<file path="src/rtl/core/lzf_pkg.sv">
package lzf_pkg;

	// Parse modes of the token decoder.
	localparam logic [1:0] MODE_CTRL = 2'd0;
	localparam logic [1:0] MODE_LIT  = 2'd1;
	localparam logic [1:0] MODE_EXT  = 2'd2;
	localparam logic [1:0] MODE_DIST = 2'd3;

	localparam int LIT_LIMIT = 1 << 5;
	localparam logic [7:0] DIST_HIGH_MASK = 8'h1f;
	localparam logic [2:0] LEN_EXTENDED = 3'd7;
	localparam int LEN_BIAS = 2;

	typedef struct packed {
		logic latch_in;
		logic lit_open;
		logic ref_open;
		logic ext_add;
		logic copy_start;
		logic lit_emit;
		logic mem_rd;
		logic mem_wr;
		logic chunk_emit;
		logic final_emit;
		logic err_set;
	} lzf_cmd_t;

	typedef struct packed {
		logic byte_lt32;
		logic lit_over;
		logic ref_is_ext;
		logic copy_bad;
		logic last;
		logic lit_done;
		logic err;
		logic chunk_end;
		logic rem_zero;
		logic out_free;
	} lzf_sts_t;

endpackage

</file>
<file path="src/rtl/core/lzf_ctrl.sv">
module lzf_ctrl import lzf_pkg::*; (
	input  logic     clk,
	input  logic     arst_n,
	input  logic     in_valid,
	output logic     in_ready,
	input  lzf_sts_t sts,
	output lzf_cmd_t cmd
);

	localparam logic [2:0] S_IDLE   = 3'd0;
	localparam logic [2:0] S_DEC    = 3'd1;
	localparam logic [2:0] S_LITOUT = 3'd2;
	localparam logic [2:0] S_RD     = 3'd3;
	localparam logic [2:0] S_WR     = 3'd4;
	localparam logic [2:0] S_EMIT   = 3'd5;
	localparam logic [2:0] S_TAIL   = 3'd6;
	localparam logic [2:0] S_FINAL  = 3'd7;

	logic [2:0] state_q, state_d;
	logic [1:0] mode_q, mode_d;

	assign in_ready = (state_q == S_IDLE);

	always_comb begin
		state_d = state_q;
		mode_d  = mode_q;
		cmd     = '0;
		unique case (state_q)
			S_IDLE: begin
				if (in_valid) begin
					cmd.latch_in = 1'b1;
					state_d = S_DEC;
				end
			end
			S_DEC: begin
				state_d = S_TAIL;
				if (!sts.err) begin
					unique case (mode_q)
						MODE_CTRL: begin
							if (sts.byte_lt32) begin
								if (sts.lit_over) begin
									cmd.err_set = 1'b1;
								end else begin
									cmd.lit_open = 1'b1;
									mode_d = MODE_LIT;
								end
							end else begin
								cmd.ref_open = 1'b1;
								mode_d = sts.ref_is_ext ? MODE_EXT : MODE_DIST;
							end
						end
						MODE_LIT: begin
							state_d = S_LITOUT;
						end
						MODE_EXT: begin
							cmd.ext_add = 1'b1;
							mode_d = MODE_DIST;
						end
						default: begin
							mode_d = MODE_CTRL;
							if (sts.copy_bad) begin
								cmd.err_set = 1'b1;
							end else begin
								cmd.copy_start = 1'b1;
								state_d = S_RD;
							end
						end
					endcase
				end
			end
			S_LITOUT: begin
				if (sts.out_free) begin
					cmd.lit_emit = 1'b1;
					if (sts.lit_done) begin
						mode_d = MODE_CTRL;
					end
					state_d = S_TAIL;
				end
			end
			S_RD: begin
				cmd.mem_rd = 1'b1;
				state_d = S_WR;
			end
			S_WR: begin
				cmd.mem_wr = 1'b1;
				state_d = sts.chunk_end ? S_EMIT : S_RD;
			end
			S_EMIT: begin
				if (sts.out_free) begin
					cmd.chunk_emit = 1'b1;
					state_d = sts.rem_zero ? S_TAIL : S_RD;
				end
			end
			S_TAIL: begin
				if (sts.last) begin
					if (mode_q != MODE_CTRL) begin
						cmd.err_set = 1'b1;
					end
					state_d = S_FINAL;
				end else begin
					state_d = S_IDLE;
				end
			end
			S_FINAL: begin
				if (sts.out_free) begin
					cmd.final_emit = 1'b1;
					mode_d = MODE_CTRL;
					state_d = S_IDLE;
				end
			end
			default: begin
				state_d = S_IDLE;
			end
		endcase
	end

	always_ff @(posedge clk or negedge arst_n) begin
		if (!arst_n) begin
			state_q <= S_IDLE;
			mode_q  <= MODE_CTRL;
		end else begin
			state_q <= state_d;
			mode_q  <= mode_d;
		end
	end

endmodule

</file>
<file path="config.mk">
export PLATFORM = sky130hd
export DESIGN_NAME = lzf_ctrl
export DESIGN_NICKNAME = d
export VERILOG_FILES = /design/src/rtl/core/lzf_pkg.sv /design/src/rtl/core/lzf_ctrl.sv
export SDC_FILE = /design/constraint.sdc
export NUM_CORES = 1
export LEC_CHECK = 0
export BUFFER_PORTS_ARGS = -buffer_cell sky130_fd_sc_hd__buf_2
export CAP_MARGIN = 40
export CORE_AREA = 2 2 39 41
export DETAILED_ROUTE_END_ITERATION = 10
export DIE_AREA = 0 0 41 43
export PLACE_DENSITY = 0.76
export SLEW_MARGIN = 10
export SYNTH_ARGS = -nofsm -noshare
export SYNTH_HDL_FRONTEND = slang
export SYNTH_SLANG_ARGS = --single-unit
</file>
<file path="constraint.sdc">
create_clock -name clk -period 2.4 [get_ports clk]
set_clock_uncertainty 0.05 [all_clocks]
set_input_delay 0.24 -clock clk [delete_from_list [all_inputs] [get_ports clk]]
set_output_delay 0.24 -clock clk [all_outputs]
set_load 0.05 [all_outputs]
</file>
==> results.tsv <==
stage	metric	value	unit
run_status	status	completed	
power_and_ir_drop	pwr-share-seq	26.9	%
global_route	grt_max_degree	21	
power_and_ir_drop	clkPwrFrac	10.7	%
clocking	cts_buffer_depth	2	
die	coreArea	1380	sq um
yosys	postSynthCellCount	74	
placement	gp_congestion	0.810	
die	die_area	1760	sq um
clocking	post_cts_resized	0	
routing	via_per_inst	5.54	
yosys	syn-num-nets	87	
setup_path	cpMaxStageDelayCell	dfrtp_1	
yosys	yosys_warnings	0	
setup_path	r2r-end	state_q[0]	
routing	firstDrtPassIters	4	
setup_path	r2r_cells	4	
die	start_util	39.1	%
routing	ant_nets	0	
clocking	cts_buffers	3	
clocking	path_clk_slew	0.04	ns
setup_path	required	2.11	ns
flow_run	max-cap-violations	0	
routing	via_count	631	
finish	antennaDiodeCount	0	
finish	seq_area	125	sq um
clocking	clk-insertion-delay-late	0.24	ns
global_route	first_global_vias	551	
yosys	ys_seq_elements	5	
clocking	cts_tree	built	
finish	area_growth	28.5	%
power_and_ir_drop	intPower	0.386	mW
yosys	ys_types	34	
setup_path	slowest_delay	0.58	ns
finish	drive_above_1_share	30.6	%
yosys	syn_avg_cell_area	7.30	sq um
routing	drt_iter0_markers	17	
yosys	syn_area	541	sq um
yosys	synth-simple-area-share	30.6	%
global_route	grt_pass1_wl	2340	microns
global_route	antenna_found_initial	0	
routing	routed_wl	1370	microns
setup_path	cp.arrival	1.92	ns
timing	fin_tns_setup	0	ns
die	num_rows	14	
setup_path	cp_cell_sequence	nor4b_4 -> and4b_1 -> buf_2	
yosys	synth_compound_area_share	30.3	%
timing	rsz0062_at_grt	false	
yosys	ys_async_sr_fraction	100	%
setup_path	crit_fanout	17	
timing	fmax	0.453	GHz
finish	final_common_cell	buf_2	
finish	multi_input_area	363	sq um
timing	slew_headroom	61.8	%
timing	fin_crit_sh	92.1	%
global_route	grt.total_usage	19.0	%
global_route	grt_remaining_overflow	0	
clocking	cts.sinks	5	
yosys	synth_top_family_by_area	simple AND/OR/NAND/NOR gates	
setup_path	critPathLaunchType	flip-flop	
timing	slew_viol_final	0	
power_and_ir_drop	peakVddDrop	0.000575	V
yosys	synthXorXnorAreaFrac	1.62	%
timing	layout_min_cycle_time	2.21	ns
timing	worst_pin_slew	0.573	ns
die	die_w	41	microns
die	io-pin-count	25	
finish	final_util	50.2	%
setup_path	end_kind	output pin	
power_and_ir_drop	power_density	1280	nW/um^2
power_and_ir_drop	p_switching	0.504	mW
clocking	htree_levels	1	
finish	final_cell_mix	buf_2 (24), nor3_1 (7), nand2_1 (7)	
yosys	synth_ff_type	dfrtp_1	
power_and_ir_drop	switching_share	56.6	%
yosys	synth-seq-area-share	23.1	%
setup_path	crit_type	flip-flop to output pin	
placement	numPortBuffers	24	
finish	fin_nets	112	
setup_path	regToRegStartpoint	state_q[2]	
clocking	clock-root-buffer	clkbuf_4	
finish	nFillCells	153	
timing	finalSetupViolations	0	
placement	hpwl	1060	microns
yosys	synth_edf_count	0	
yosys	synth_mux_area_share	3.70	%
worst_hold_path	hold_path_class	input pin to asynchronous set/reset pin	
power_and_ir_drop	p_leak	0.331	nW
power_and_ir_drop	combPwrFrac	62.3	%
routing	drc	0	
routing	wire_per_inst	12.1	microns
setup_path	reg2reg_slack	0.64	ns
yosys	synth_fa_ha_area_share	0	%
die	dieHeight	43	microns
timing	fin_hold_ws	0.288	ns
timing	hold_violations	0	
routing by layer:
layer,share of wire [%],global-route usage [%],vias up
met4,0,10.0,0
met3,2.8,1.57,0
met2,52,24.7,11
met1,45,29.9,299
li1,-,-,321
met5,0,0,-
critical path, delay by kind of cell, from the launching register on:
family	cells	cell delay, ns
DFF	1	0.58
buffers and inverters	1	0.28
and+or+nand+nor	2	0.82
how the worst max path moves through the flow:
stage                           from      to  slack (ns)  cells after the start
after floorplan           state_q[2]  cmd[9]        0.08                      4
after global placement    state_q[2]  cmd[6]        0.50                      3
after detailed placement  state_q[2]  cmd[6]        0.44                      3
after CTS                 state_q[2]  cmd[6]        0.17                      3
after global routing      state_q[2]  cmd[0]        0.05                      4
final                     state_q[2]  cmd[6]        0.19                      3
Yosys cell counts (2+ instances only):
library cell  instances  area [sq um]
a21oi_1               5          25.0
nand2_1               7          26.3
clkbuf_1              3          11.3
inv_1                 5          18.8
nand2b_1              2          12.5
nor3_1                8          40.0
o21ai_0               6          30.0
mux2i_1               2          20.0
dfrtp_1               5           125
a31oi_1               3          18.8
nor2_1                5          18.8
area by class of cell:
class / count / area share, %
Inverter: 6 / 3.24
Tap cell: 16 / 2.88
Multi-Input combinational cell: 57 / 52.3
Timing Repair Buffer: 26 / 19.8
Clock buffer: 4 / 3.78
Sequential cell: 5 / 18.0
flip-flops by register name (all words and copies together), names as in the netlist:
| register | flops |
|---|---|
| state_q | 3 |
| mode_q | 2 |
cells by family after synthesis:
group / count (synthesis)
and+or+nand+nor: 29
AOI/OAI and AO/OA: 25
buffers and inverters: 12
DFF: 5
muxes: 2
xor gates and xnor gates: 1
stage by stage:
stage / total power, mW / instances / setup WS, ns / instance area, sq um
2_1_floorplan: 0.700 / 74 / 0.0847 / 546
3_3_place_gp: 0.782 / 109 / 0.504 / 658
3_5_place_dp: 0.795 / 109 / 0.436 / 658
4_1_cts: 0.894 / 114 / 0.172 / 694
5_1_grt: 0.968 / 114 / 0.0498 / 694
6_report: 0.890 / 114 / 0.191 / 694
power by group through the flow:
| stage | Sequential (mW) | Combinational (mW) | Clock [mW] |
|---|---|---|---|
| after global placement | 0.234 | 0.548 | 0 |
| final | 0.240 | 0.555 | 0.0955 |
| after floorplan | 0.155 | 0.545 | 0 |
| after global routing | 0.252 | 0.612 | 0.104 |
| after CTS | 0.239 | 0.558 | 0.0977 |
| after detailed placement | 0.239 | 0.555 | 0 |
timing repair:
action / CTS / global route
hold buffers: 1 / 0
hold endpoints to repair: 5 / 0
buffers inserted: 0 / 0
Note: power is estimated with default switching activity, not from simulation.
